<file path="src/design/plht_pkg.sv">
// ----------------------------------------------------------------------------
// plht_pkg
// Shared types and constants of the page lookup hash table: field widths,
// request and result codes, and the command and status bundles that pass
// between the controller and the datapath.
// ----------------------------------------------------------------------------
package plht_pkg;

  localparam int PLHT_BUCKETS = 16;
  localparam int PLHT_ENTRIES = 64;

  localparam int REQ_W   = 2;
  localparam int FID_W   = 16;
  localparam int PAGE_W  = 24;
  localparam int SLOT_W  = 8;
  localparam int RES_W   = 2;
  localparam int KEY_W   = FID_W + PAGE_W;

  // bucket hash: the 25-bit key sum is reduced a few bits per cycle
  localparam int HASH_STEP = 5;
  localparam int HASH_SUMW = PAGE_W + 1;
  localparam int HASH_CYC  = (HASH_SUMW + HASH_STEP - 1) / HASH_STEP;
  localparam int HASH_PW   = HASH_CYC * HASH_STEP;
  localparam int HCNT_W    = (HASH_CYC > 1) ? $clog2(HASH_CYC) : 1;

  // free entry search: one group of valid bits per cycle
  localparam int SCAN_GW = 32;
  localparam int SCAN_IW = $clog2(SCAN_GW);

  typedef enum logic [REQ_W-1:0] {
    REQ_FIND   = 2'd0,
    REQ_INSERT = 2'd1,
    REQ_DELETE = 2'd2
  } req_t;

  typedef enum logic [RES_W-1:0] {
    RES_OK        = 2'd0,
    RES_NOT_FOUND = 2'd1,
    RES_EXISTS    = 2'd2,
    RES_FULL      = 2'd3
  } res_t;

  typedef enum logic [3:0] {
    ST_CLEAR,
    ST_IDLE,
    ST_HASH,
    ST_HEAD_RD,
    ST_HEAD_CHK,
    ST_WALK,
    ST_SCAN,
    ST_INSERT,
    ST_DELETE,
    ST_RESP
  } state_t;

  typedef struct packed {
    logic load;
    logic hash_step;
    logic clr_wr;
    logic head_rd;
    logic walk_start;
    logic walk_next;
    logic scan_step;
    logic ins_wr;
    logic del_wr;
    logic resp_load;
    res_t resp_code;
    logic resp_slot;
  } cmd_t;

  typedef struct packed {
    logic clr_last;
    logic hash_last;
    logic head_null;
    logic key_match;
    logic walk_end;
    logic scan_found;
    logic scan_last;
    logic out_free;
    req_t req;
  } sts_t;

endpackage

</file>
<file path="src/design/plht_ram.sv">
// ----------------------------------------------------------------------------
// plht_ram
// Simple dual-port RAM: one write port, one read port with registered data.
// ----------------------------------------------------------------------------
module plht_ram #(
  parameter int WIDTH = 8,
  parameter int DEPTH = 16,
  localparam int AW = (DEPTH > 1) ? $clog2(DEPTH) : 1
) (
  input  logic             clk,
  input  logic             we,
  input  logic [AW-1:0]    waddr,
  input  logic [WIDTH-1:0] wdata,
  input  logic             re,
  input  logic [AW-1:0]    raddr,
  output logic [WIDTH-1:0] rdata
);

  logic [WIDTH-1:0] mem [DEPTH];

  always_ff @(posedge clk) begin
    if (we) begin
      mem[waddr] <= wdata;
    end
    if (re) begin
      rdata <= mem[raddr];
    end
  end

endmodule

</file>
<file path="src/design/plht_ctrl.sv">
// ----------------------------------------------------------------------------
// plht_ctrl
// Request sequencer: clearing pass, hashing, chain walk, free entry search,
// table update and result hand-off.
// ----------------------------------------------------------------------------
module plht_ctrl import plht_pkg::*; (
  input  logic clk,
  input  logic rst,
  input  logic in_valid,
  output logic in_ready,
  input  sts_t sts,
  output cmd_t cmd
);

  state_t state, state_next;
  res_t   rcode, rcode_next;
  logic   rslot, rslot_next;

  always_ff @(posedge clk) begin
    if (rst) begin
      state <= ST_CLEAR;
      rcode <= RES_OK;
      rslot <= 1'b0;
    end else begin
      state <= state_next;
      rcode <= rcode_next;
      rslot <= rslot_next;
    end
  end

  always_comb begin
    state_next = state;
    rcode_next = rcode;
    rslot_next = rslot;
    case (state)
      ST_CLEAR: begin
        if (sts.clr_last) state_next = ST_IDLE;
      end
      ST_IDLE: begin
        if (in_valid) state_next = ST_HASH;
      end
      ST_HASH: begin
        if (sts.hash_last) state_next = ST_HEAD_RD;
      end
      ST_HEAD_RD: begin
        state_next = ST_HEAD_CHK;
      end
      ST_HEAD_CHK: begin
        rslot_next = 1'b0;
        case (sts.req)
          REQ_FIND, REQ_DELETE: begin
            if (sts.head_null) begin
              state_next = ST_RESP;
              rcode_next = RES_NOT_FOUND;
            end else begin
              state_next = ST_WALK;
            end
          end
          REQ_INSERT: begin
            state_next = sts.head_null ? ST_SCAN : ST_WALK;
          end
          default: begin
            state_next = ST_RESP;
            rcode_next = RES_NOT_FOUND;
          end
        endcase
      end
      ST_WALK: begin
        if (sts.key_match) begin
          case (sts.req)
            REQ_FIND: begin
              state_next = ST_RESP;
              rcode_next = RES_OK;
              rslot_next = 1'b1;
            end
            REQ_INSERT: begin
              state_next = ST_RESP;
              rcode_next = RES_EXISTS;
            end
            REQ_DELETE: begin
              state_next = ST_DELETE;
              rcode_next = RES_OK;
            end
            default: begin
              state_next = ST_RESP;
              rcode_next = RES_NOT_FOUND;
            end
          endcase
        end else if (sts.walk_end) begin
          if (sts.req == REQ_INSERT) begin
            state_next = ST_SCAN;
          end else begin
            state_next = ST_RESP;
            rcode_next = RES_NOT_FOUND;
          end
        end
      end
      ST_SCAN: begin
        if (sts.scan_found) begin
          state_next = ST_INSERT;
          rcode_next = RES_OK;
        end else if (sts.scan_last) begin
          state_next = ST_RESP;
          rcode_next = RES_FULL;
        end
      end
      ST_INSERT, ST_DELETE: begin
        state_next = ST_RESP;
      end
      ST_RESP: begin
        if (sts.out_free) state_next = ST_IDLE;
      end
      default: begin
        state_next = ST_IDLE;
      end
    endcase
  end

  always_comb begin
    cmd       = '0;
    in_ready  = 1'b0;
    case (state)
      ST_CLEAR: cmd.clr_wr = 1'b1;
      ST_IDLE: begin
        in_ready = 1'b1;
        cmd.load = in_valid;
      end
      ST_HASH:     cmd.hash_step = 1'b1;
      ST_HEAD_RD:  cmd.head_rd = 1'b1;
      ST_HEAD_CHK: cmd.walk_start = 1'b1;
      ST_WALK:     cmd.walk_next = !sts.key_match && !sts.walk_end;
      ST_SCAN:     cmd.scan_step = 1'b1;
      ST_INSERT:   cmd.ins_wr = 1'b1;
      ST_DELETE:   cmd.del_wr = 1'b1;
      ST_RESP: begin
        cmd.resp_load = sts.out_free;
        cmd.resp_code = rcode;
        cmd.resp_slot = rslot;
      end
      default: begin
        cmd = '0;
      end
    endcase
  end

endmodule

</file>
<file path="src/design/plht_dp.sv">
// ----------------------------------------------------------------------------
// plht_dp
// Datapath: request registers, bucket hash reducer, bucket head and entry
// memories, chain walk registers, entry valid map with free entry search,
// and the result register.
// ----------------------------------------------------------------------------
module plht_dp import plht_pkg::*; #(
  parameter int BUCKETS = PLHT_BUCKETS,
  parameter int ENTRIES = PLHT_ENTRIES
) (
  input  logic              clk,
  input  logic              rst,
  input  logic [REQ_W-1:0]  req_type,
  input  logic [FID_W-1:0]  file_id,
  input  logic [PAGE_W-1:0] page_number,
  input  logic [SLOT_W-1:0] slot_value,
  input  cmd_t              cmd,
  output sts_t              sts,
  output logic              out_valid,
  input  logic              out_ready,
  output logic [RES_W-1:0]  status,
  output logic [SLOT_W-1:0] slot_found
);

  localparam int IW  = (ENTRIES > 1) ? $clog2(ENTRIES) : 1;
  localparam int EW  = $clog2(ENTRIES + 1);
  localparam int BW  = (BUCKETS > 1) ? $clog2(BUCKETS) : 1;
  localparam int RW  = $clog2(BUCKETS + 1);
  localparam int DW  = KEY_W + SLOT_W + EW;
  localparam int NG  = (ENTRIES + SCAN_GW - 1) / SCAN_GW;
  localparam int GIW = (NG > 1) ? $clog2(NG) : 1;
  localparam logic [EW-1:0] NIL = EW'(ENTRIES);
  localparam logic [RW:0]   BK  = (RW + 1)'(BUCKETS);

  req_t               req;
  logic [KEY_W-1:0]   key;
  logic [SLOT_W-1:0]  slot;
  logic [HASH_PW-1:0] sh;
  logic [RW-1:0]      rem, rem_next;
  logic [HCNT_W-1:0]  hcnt;
  logic [BW-1:0]      clr_cnt;
  logic [EW-1:0]      head_q, cur, prv, steps;
  logic [DW-1:0]      prv_rec;
  logic [GIW-1:0]     scan_g;
  logic [IW-1:0]      free_idx;
  logic [ENTRIES-1:0] valid;
  res_t               out_status;
  logic [SLOT_W-1:0]  out_slot;

  logic [BW-1:0]      bucket;
  logic [EW-1:0]      head_rdata;
  logic [DW-1:0]      rec;
  logic [KEY_W-1:0]   rec_key;
  logic [SLOT_W-1:0]  rec_slot;
  logic [EW-1:0]      rec_link;
  logic               h_we, e_we, e_re;
  logic [BW-1:0]      h_waddr;
  logic [EW-1:0]      h_wdata;
  logic [IW-1:0]      e_waddr, e_raddr;
  logic [DW-1:0]      e_wdata;
  logic [NG*SCAN_GW-1:0] vpad;
  logic [SCAN_GW-1:0] grp;
  logic [SCAN_IW-1:0] pos;
  logic               found;

  assign bucket   = rem[BW-1:0];
  assign rec_key  = rec[DW-1 -: KEY_W];
  assign rec_slot = rec[EW +: SLOT_W];
  assign rec_link = rec[EW-1:0];

  // reduce the key sum modulo the bucket count, one bit per step
  always_comb begin
    logic [RW:0]   t;
    logic [RW-1:0] r;
    r = rem;
    t = '0;
    for (int k = 0; k < HASH_STEP; k++) begin
      t = {r, sh[HASH_PW-1-k]};
      if (t >= BK) t = t - BK;
      r = t[RW-1:0];
    end
    rem_next = r;
  end

  // pad the valid map with busy entries up to whole search groups
  for (genvar i = 0; i < NG * SCAN_GW; i++) begin : g_vpad
    if (i < ENTRIES) begin : g_real
      assign vpad[i] = valid[i];
    end else begin : g_pad
      assign vpad[i] = 1'b1;
    end
  end

  assign grp = vpad[scan_g * SCAN_GW +: SCAN_GW];

  always_comb begin
    pos   = '0;
    found = 1'b0;
    for (int i = SCAN_GW - 1; i >= 0; i--) begin
      if (!grp[i]) begin
        pos   = SCAN_IW'(i);
        found = 1'b1;
      end
    end
  end

  // memory port selection
  always_comb begin
    h_we    = 1'b0;
    h_waddr = clr_cnt;
    h_wdata = NIL;
    e_we    = 1'b0;
    e_waddr = free_idx;
    e_wdata = {key, slot, head_q};
    if (cmd.clr_wr) begin
      h_we = 1'b1;
    end
    if (cmd.ins_wr) begin
      h_we    = 1'b1;
      h_waddr = bucket;
      h_wdata = EW'(free_idx);
      e_we    = 1'b1;
    end
    if (cmd.del_wr) begin
      if (prv == NIL) begin
        h_we    = 1'b1;
        h_waddr = bucket;
        h_wdata = rec_link;
      end else begin
        e_we    = 1'b1;
        e_waddr = prv[IW-1:0];
        e_wdata = {prv_rec[DW-1:EW], rec_link};
      end
    end
  end

  assign e_re    = cmd.walk_start || cmd.walk_next;
  assign e_raddr = cmd.walk_start ? head_rdata[IW-1:0] : rec_link[IW-1:0];

  plht_ram #(.WIDTH(EW), .DEPTH(BUCKETS)) u_head_ram (
    .clk   (clk),
    .we    (h_we),
    .waddr (h_waddr),
    .wdata (h_wdata),
    .re    (cmd.head_rd),
    .raddr (bucket),
    .rdata (head_rdata)
  );

  plht_ram #(.WIDTH(DW), .DEPTH(ENTRIES)) u_entry_ram (
    .clk   (clk),
    .we    (e_we),
    .waddr (e_waddr),
    .wdata (e_wdata),
    .re    (e_re),
    .raddr (e_raddr),
    .rdata (rec)
  );

  // control state
  always_ff @(posedge clk) begin
    if (rst) begin
      clr_cnt   <= '0;
      valid     <= '0;
      out_valid <= 1'b0;
    end else begin
      if (cmd.clr_wr) clr_cnt <= clr_cnt + 1'b1;
      if (cmd.ins_wr) valid[free_idx] <= 1'b1;
      if (cmd.del_wr) valid[cur[IW-1:0]] <= 1'b0;
      if (cmd.resp_load) begin
        out_valid <= 1'b1;
      end else if (out_ready) begin
        out_valid <= 1'b0;
      end
    end
  end

  // payload
  always_ff @(posedge clk) begin
    if (cmd.load) begin
      req  <= req_t'(req_type);
      key  <= {file_id, page_number};
      slot <= slot_value;
      sh   <= HASH_PW'(file_id) + HASH_PW'(page_number);
      rem  <= '0;
      hcnt <= '0;
    end
    if (cmd.hash_step) begin
      rem  <= rem_next;
      sh   <= sh << HASH_STEP;
      hcnt <= hcnt + 1'b1;
    end
    if (cmd.walk_start) begin
      head_q <= head_rdata;
      cur    <= head_rdata;
      prv    <= NIL;
      steps  <= '0;
      scan_g <= '0;
    end
    if (cmd.walk_next) begin
      prv     <= cur;
      prv_rec <= rec;
      cur     <= rec_link;
      steps   <= steps + 1'b1;
    end
    if (cmd.scan_step) begin
      if (found) begin
        free_idx <= IW'({scan_g, pos});
      end else begin
        scan_g <= scan_g + 1'b1;
      end
    end
    if (cmd.resp_load) begin
      out_status <= cmd.resp_code;
      out_slot   <= cmd.resp_slot ? rec_slot : '0;
    end
  end

  always_comb begin
    sts.clr_last   = (clr_cnt == BW'(BUCKETS - 1));
    sts.hash_last  = (hcnt == HCNT_W'(HASH_CYC - 1));
    sts.head_null  = (head_rdata >= NIL);
    sts.key_match  = (rec_key == key);
    sts.walk_end   = (rec_link >= NIL) || (steps == EW'(ENTRIES - 1));
    sts.scan_found = found;
    sts.scan_last  = (scan_g == GIW'(NG - 1));
    sts.out_free   = !out_valid || out_ready;
    sts.req        = req;
  end

  assign status     = out_status;
  assign slot_found = out_slot;

endmodule

</file>
<file path="src/design/page_lookup_hash_table_core.sv">
// ----------------------------------------------------------------------------
// page_lookup_hash_table_core
// Chained hash map from (file id, page number) to a buffer slot.
// ----------------------------------------------------------------------------
// One request is handled at a time and gives one result. A request is
// accepted (ST_IDLE), its key sum is reduced to a bucket index (ST_HASH),
// the bucket head is read (ST_HEAD_RD, ST_HEAD_CHK), then the chain is walked
// one entry at a time (the entry memory read port is the loop), and the result
// is handed to the output register (ST_RESP). An insert of a new key adds a
// free entry search over up to ceil(ENTRIES/32) groups of valid bits plus a
// table write; a delete that hits adds a table write. After reset every
// bucket head is set to the empty link before the first request is taken.
// The output register lets a result wait while the next request is accepted.
// ----------------------------------------------------------------------------
module page_lookup_hash_table_core import plht_pkg::*; #(
  parameter int BUCKETS = PLHT_BUCKETS,
  parameter int ENTRIES = PLHT_ENTRIES
) (
  input  logic              clk,
  input  logic              rst,
  input  logic              in_valid,
  output logic              in_ready,
  input  logic [REQ_W-1:0]  req_type,
  input  logic [FID_W-1:0]  file_id,
  input  logic [PAGE_W-1:0] page_number,
  input  logic [SLOT_W-1:0] slot_value,
  output logic              out_valid,
  input  logic              out_ready,
  output logic [RES_W-1:0]  status,
  output logic [SLOT_W-1:0] slot_found
);

  cmd_t cmd;
  sts_t sts;

  plht_ctrl u_ctrl (
    .clk      (clk),
    .rst      (rst),
    .in_valid (in_valid),
    .in_ready (in_ready),
    .sts      (sts),
    .cmd      (cmd)
  );

  plht_dp #(.BUCKETS(BUCKETS), .ENTRIES(ENTRIES)) u_dp (
    .clk         (clk),
    .rst         (rst),
    .req_type    (req_type),
    .file_id     (file_id),
    .page_number (page_number),
    .slot_value  (slot_value),
    .cmd         (cmd),
    .sts         (sts),
    .out_valid   (out_valid),
    .out_ready   (out_ready),
    .status      (status),
    .slot_found  (slot_found)
  );

  // never overwrite a result still waiting at the output
  a_resp_free: assert property (@(posedge clk) disable iff (rst)
    cmd.resp_load |-> sts.out_free)
    else $error("result loaded over a pending result");

  // accept a request only when no table write is under way
  a_load_quiet: assert property (@(posedge clk) disable iff (rst)
    cmd.load |-> !(cmd.ins_wr || cmd.del_wr || cmd.clr_wr))
    else $error("request accepted during a table write");

  // insert writes only a free entry found by the search
  a_ins_after_scan: assert property (@(posedge clk) disable iff (rst)
    cmd.ins_wr |-> $past(cmd.scan_step && sts.scan_found))
    else $error("insert without a free entry");

  // delete only unlinks a matching entry
  a_del_after_hit: assert property (@(posedge clk) disable iff (rst)
    cmd.del_wr |-> $past(sts.key_match))
    else $error("delete without a key match");

endmodule
</file>
<file path="config.mk">
export PLATFORM = sky130hd
export DESIGN_NAME = page_lookup_hash_table_core
export DESIGN_NICKNAME = d
export VERILOG_FILES = /design/src/design/plht_pkg.sv /design/src/design/plht_ram.sv /design/src/design/plht_ctrl.sv /design/src/design/plht_dp.sv /design/src/design/page_lookup_hash_table_core.sv
export SDC_FILE = /design/constraint.sdc
export NUM_CORES = 2
export LEC_CHECK = 0
export BUFFER_PORTS_ARGS = -buffer_cell sky130_fd_sc_hd__buf_2
export CAP_MARGIN = 20
export CORE_AREA = 5 5 912 461
export DETAILED_ROUTE_END_ITERATION = 12
export DIE_AREA = 0 0 917 466
export GPL_TIMING_DRIVEN = 0
export PLACE_DENSITY_LB_ADDON = 0.05
export SYNTH_ARGS = -nofsm -noshare
export SYNTH_HDL_FRONTEND = slang
export SYNTH_SLANG_ARGS = --single-unit
</file>
<file path="constraint.sdc">
create_clock -name clk -period 5.5 [get_ports clk]
set_input_delay 0 -clock clk [delete_from_list [all_inputs] [get_ports clk]]
set_output_delay 0 -clock clk [all_outputs]
set_load 0.1 [all_outputs]
</file>
# Word-level counts from Yosys, hierarchy flattened

Memories as Yosys holds them, arrays and structs flattened. A register that Yosys moved wholly into a read port is not among the register bits.
Index checks and enable logic that the tools add are counted.
W data, S select, Z words.

Add/subtract/negate cells: 10
Order comparisons: 11
Eq/ne operators: 27
Shift operators: 1
Multiplexer cells: 151
Bitwise gates (word level): 3
Reductions and logical operators: 26

Operators by type and width:

| kind                  | number |
|---|---|
| $mux W64              | 3 |
| $mux W5               | 23 |
| $mux W55              | 2 |
| $mux W4               | 22 |
| $and A64 B64 Y64      | 1 |
| $mux W1               | 64 |
| $not A64 Y64          | 1 |
| $or A64 B64 Y64       | 1 |
| $shiftx A64 B7 Y32    | 1 |
| $mux W7               | 9 |
| $mux W25              | 2 |
| $eq A40 B40 Y1        | 1 |
| $pmux W4 S9           | 1 |
| $ge A6 B5 Y1 const B  | 5 |
| $add A16 B24 Y25      | 1 |
| $sub A5 B5 Y5 const B | 5 |
| $mux W2               | 9 |
| $mux W3               | 6 |
| $mux W6               | 3 |
| $eq A4 B3 Y1 const B  | 4 |
| $reduce_and A16 Y1    | 1 |
| $ge A7 B7 Y1 const B  | 2 |
| $lt A6 B7 Y1 const B  | 2 |
| $demux W1 S6          | 2 |
| other kinds (34)      | 58 |

Bits in registers: 259
RAM bits: 3,632
Input bits: 54
Word-level logic and storage cells: 258
Memories: 2

Memories:

| name                 | depth | bits a word | rd ports | clocked after Yosys merged registers in | wr ports | RTL line       | source |
|---|---|---|---|---|---|---|---|
| u_dp.u_entry_ram.mem | 64    | 55          | 1        | 1                                       | 1        | plht_ram.sv:19 | `logic [WIDTH-1:0] mem [DEPTH];` |
| u_dp.u_head_ram.mem  | 16    | 7           | 1        | 1                                       | 1        | plht_ram.sv:19 |  |

# Depth between registers and ports, before layout

Word-level depth: 35
Mapped depth: 15
Depth with buffers taken out: 11

# Modules after synthesis

Synthesis repeated with hierarchy kept, for this count alone.

Cells, all modules: 7,145
Area total of the unflattened synthesis: 151,743.0 um^2

By module, submodules not included:

| module                       | times used | cells each | area an instance (um^2) | sequential area each (um^2) |
|---|---|---|---|---|
| plht_ram at u_dp.u_entry_ram | 1          | 5,701      | 134,575.3               | 107,353.0 |
| plht_dp                      | 1          | 1,139      | 11,773.8                | 6,436.2 |
| plht_ram at u_dp.u_head_ram  | 1          | 203        | 4,600.7                 | 3,573.4 |
| plht_ctrl                    | 1          | 102        | 793.3                   | 140.1 |

# Least setup slack after synthesis

OpenSTA, ideal clock, no wires.

Path type: flip-flop to flip-flop
Start: register u_ctrl.state[0]
End: memory u_dp.u_entry_ram.mem[0][6] in the netlist's numbering, data pin
Setup time: 0.702 ns
Data arrival time: 4.086 ns
Path slack: 0.712 ns
Stages on the path, launching flop included: 8
Period minus slack after synthesis: 4.788 ns
Cells stage by stage: dfxtp_1 > nor3_1 > and2_1 > clkbuf_1 > nand2_1 > clkbuf_1 > clkbuf_1 > o21ai_0

Longest elaborated chain between the ends: 3

RTL lines:

| item                   | RTL line         | source |
|---|---|---|
| from (decl)            | plht_ctrl.sv:15  | `state_t state, state_next;` |
| from (signal assigned) | plht_ctrl.sv:25  | `state <= state_next;` |
| $eq A4 B4 Y1           | plht_ctrl.sv:122 | `case (state)` |
| $mux W1                | plht_ctrl.sv:122 |  |
| $mux W55               | plht_dp.sv:124   | `if (cmd.del_wr) begin` |
| net u_dp.e_wdata[6]    | plht_dp.sv:60    | `logic [DW-1:0] e_wdata;` |
| to (decl)              | plht_ram.sv:19   |  |

The timed path passes the listed nets, and every way through them passes these cells.

# Worst setup path after layout

Start: register u_ctrl.state[0]
End: register u_dp.u_entry_ram.rdata[18], read port of u_dp.u_entry_ram.mem, data pin

Longest elaborated chain between the ends: 3
Elaborated cells on any way between the ends: 6
Those cells by class: eq/ne (2); mux (3); reduce/logical (1)

RTL lines:

| item                                          | RTL line                       | source |
|---|---|---|
| $eq A4 B3 Y1                                  | plht_ctrl.sv:122               |  |
| $mux W1                                       | plht_ctrl.sv:122               |  |
| $mux W6 or $logic_or A1 B1 Y1 (tied branches) | plht_dp.sv:138, plht_dp.sv:137 |  |
| to (decl)                                     | plht_ram.sv:16                 | `output logic [WIDTH-1:0] rdata` |

Parallel ways exist; a longest one is shown, timed or not.
A chain may end at the register's enable or synchronous reset.

==> metrics <==
layout cells sized above 1=0.197; Mean Syn Cell Area=18.4 sq um; Pwr Density=between 300 and 400 mW/mm^2; DRC viols=0; Num CTS Buffers=365; post-synthesis cell area=0.152 sq mm; CTS tree=done; max_slew headroom=0.103; antenna violations before repair=70; Final HPWL DP=401,000 um; DR vias/cell=5.96; Final ANT Viol Nets=0; Site Rows=167; M1 WL=between 200,000 and 300,000 um; CORE AREA=0.412 sq mm; FFs w/ async S/R, synth=0; Post-Synthesis Cells=8,243; Netlist cell types=63; Ports=66; 1st-iter DRT viols=approximately 14,000; Hold Crit Depth=4; setup bufs post-CTS=0; Top FF cell, synth=edfxtp_1; Routed WL=557,000 um; clk root buf=clkbuf_16; Worst setup EP type=flop; Worst Path Arrival=a little over 6 ns; final setup fails=0; actual slew at the worst max-slew pin=between 1 and 1.5 ns; Crit Path Class=flop to flop; clock skew=0.0438 ns; clk buf depth=4; Period minus WS final=5.49 ns; RePlAce Congestion=approximately 0.90; Worst Hold Endpoint=u_ctrl.rcode[1]$_SDFFE_PP0P_; via count=88,732; Max Slew Vio Count=0; RR Startpoint=u_ctrl.state[0]$_SDFFE_PP0P_; synthesized flop and latch total=3,940; global-route wire length before repair=between 700,000 and 800,000 um; worst r2r dst=u_dp.u_entry_ram.rdata[18]$_DFFE_PP_; Fillers=between 30,000 and 40,000; status=finished clean; final design utilization=0.433; full die area=0.427 sq mm; Synth Warn #=0; setup repair after global routing missed its margin=no; Req. time, crit path=6.06 ns; metal3 WL=67,200 um; VDD IR-drop max=0.248 mV; Worst-Skew Late Latency=0.96 ns; H-Tree Depth=5; Initial Utilization=0.368; R2R depth=11; Reg clk slew, reported paths=roughly 0.070 ns; Startpoint Class=flop; Die H=466 um; Net count, final=slightly above 9,000; Highest Signal Layer=met5; vias in the first global route=a little over 80,000; TritonRoute pass-1 iters=7; number of synthesized flops with an enable pin=3,859; DR WL/cell=37.4 um; WL met2=approximately 210,000 um; Final Hold Fails=0; clock sink count=3,940; syn nets=8,318; worst hold-check path type=input pin to flop; crit-path max FO=10; Total GRT Usage=0.256; GRT Residual Overflow=0; fmax=around 180 MHz; Die W=917 um; Seq/Total Area, Yosys=0.774; max cap viols=0; largest net degree at the start of global routing=65; port bufs=65; Fin Setup TNS=0 ns; Reg2Reg Setup Slack=0.01 ns; Lkg Pwr=0.0555 uW; Area Overhead vs Synth=17.6%; Final Cycle Share=0.998; hold wc startpoint=rst
-- area by class of cell --
| class | count | area (sq um) | area share |
|---|---|---|---|
| diodes | 28 | 70.1 | 0.000393 |
| clock buffers | 460 | 9750 | 0.0547 |
| well taps | 5492 | 6870 | 0.0385 |
| flip-flops and latches | 3940 | 118000 | 0.659 |
| inverters | 37 | 141 | 0.000792 |
| multi-input cells | 3796 | 32900 | 0.184 |
| clock inverters | 204 | 1800 | 0.0101 |
| repair buffers | 472 | 7350 | 0.0412 |
| plain buffers | 468 | 2080 | 0.0117 |
-- state kept, by name, indices dropped and copies added (netlist names), 6 cells and up --
signal and flops:
u_dp.u_entry_ram.rdata 55, u_dp.u_head_ram.rdata 7, u_dp.prv 7, u_dp.key 40, u_dp.slot 8, u_dp.sh 20
u_dp.prv_rec 48, u_dp.u_entry_ram.mem 3520, u_dp.steps 7, u_dp.slot_found 8, u_dp.head_q 7, u_dp.cur 7
u_dp.u_head_ram.mem 112, u_dp.valid 64, u_dp.free_idx 6
-- logic make-up (layout without fill, tap and decap cells) --
| group | count (synthesis) | after routing | share of synthesized area |
|---|---|---|---|
| muxes | 713 | 713 | 0.103 |
| AOI/OAI and AO/OA | 1118 | 1118 | 0.0488 |
| and+or+nand+nor | 1880 | 1880 | 0.0536 |
| xor gates and xnor gates | 64 | 64 | 0.00369 |
| adders and majority gates | 21 | 21 | 0.00178 |
| buffers and inverters | 507 | 1641 | 0.0144 |
| DFF | 3940 | 3940 | 0.774 |
| other | 0 | 28 | 0 |
-- placed cells by master, fill, tap and decap left out, types with 105 or more instances in the layout --
cell type / count
dlygate4sd3_1: 105
nand3_1: 322
clkbuf_16: 376
a21oi_1: 308
buf_12: 212
o211ai_1: 166
clkbuf_1: 352
a31oi_1: 179
edfxtp_1: 3859
nand2_1: 1113
buf_2: 147
mux4_2: 681
a22oi_1: 224
-- worst max-delay path, cell delays in order (launching register included) --
cell and delay [ns]:
dfxtp_1 0.41, nor2_4 0.21, nand3_4 0.17, inv_4 0.20
mux2_2 0.24, buf_2 0.19, buf_4 0.57, buf_1 0.63
mux4_2 0.40, a22oi_1 0.74, a21oi_1 0.42, or4_1 0.90
-- Yosys cell counts, drive strengths merged, types with 81 or more instances --
cell | instances | area share
a21oi | 308 | 0.010
a31oi | 179 | 0.0074
clkbuf | 298 | 0.0074
dfxtp | 81 | 0.011
edfxtp | 3859 | 0.76
nand2 | 1171 | 0.029
nor2 | 161 | 0.0040
nand3 | 323 | 0.011
a22oi | 225 | 0.011
o211ai | 166 | 0.0082
buf | 172 | 0.0061
mux4 | 681 | 0.10
-- stage by stage --
stage / cell area, sq um / instances / setup slack (ns) / hold slack [ns] / power [uW]
2_1_floorplan: 152000 / 8243 / 0.712 / 0.0989 / 37600
3_3_place_gp: 159000 / 13800 / -4.94 / 0.177 / 40800
3_5_place_dp: 166000 / 14087 / -0.309 / 0.178 / 41100
4_1_cts: 178000 / 14855 / -0.00627 / 0.00165 / 66600
5_1_grt: 178000 / 14869 / 0.00785 / 0.0627 / 68300
6_report: 178000 / 14897 / 0.0137 / 0.0958 / 66300
-- per-layer routing --
metal,up-vias,global-route usage
met5,-,0
met4,6,0.0510
met3,584,0.0751
met2,5285,0.314
met1,47840,0.434
li1,35017,-
-- power by group --
part / internal (uW) / switching [uW]
combinational: 1910 / 4850
clock: 14000 / 11600
sequential: 33700 / 184
total: 49600 / 16600
-- worst max-delay path by stage --
stage,startpoint,end,depth (start not counted)
2_1_floorplan,u_ctrl.state[0]$_SDFFE_PP0P_,u_dp.u_entry_ram.mem[0][6]$_DFFE_PP_,7
3_3_place_gp,u_ctrl.state[0]$_SDFFE_PP0P_,u_dp.u_entry_ram.mem[53][50]$_DFFE_PP_,8
3_5_place_dp,u_ctrl.state[0]$_SDFFE_PP0P_,u_dp.u_entry_ram.rdata[19]$_DFFE_PP_,11
4_1_cts,u_ctrl.state[0]$_SDFFE_PP0P_,u_dp.u_entry_ram.rdata[17]$_DFFE_PP_,11
5_1_grt,u_ctrl.state[0]$_SDFFE_PP0P_,u_dp.u_entry_ram.rdata[18]$_DFFE_PP_,11
6_report,u_ctrl.state[0]$_SDFFE_PP0P_,u_dp.u_entry_ram.rdata[18]$_DFFE_PP_,11
-- repair_timing --
| item | 4_1_cts | 5_1_grt |
|---|---|---|
| gates resized for setup | 7 | 12 |
| hold endpoints to repair | 118 | 0 |
| setup endpoints to repair | 9 | 6 |
| hold buffers | 105 | 0 |
(Power assumes the default switching activity.)
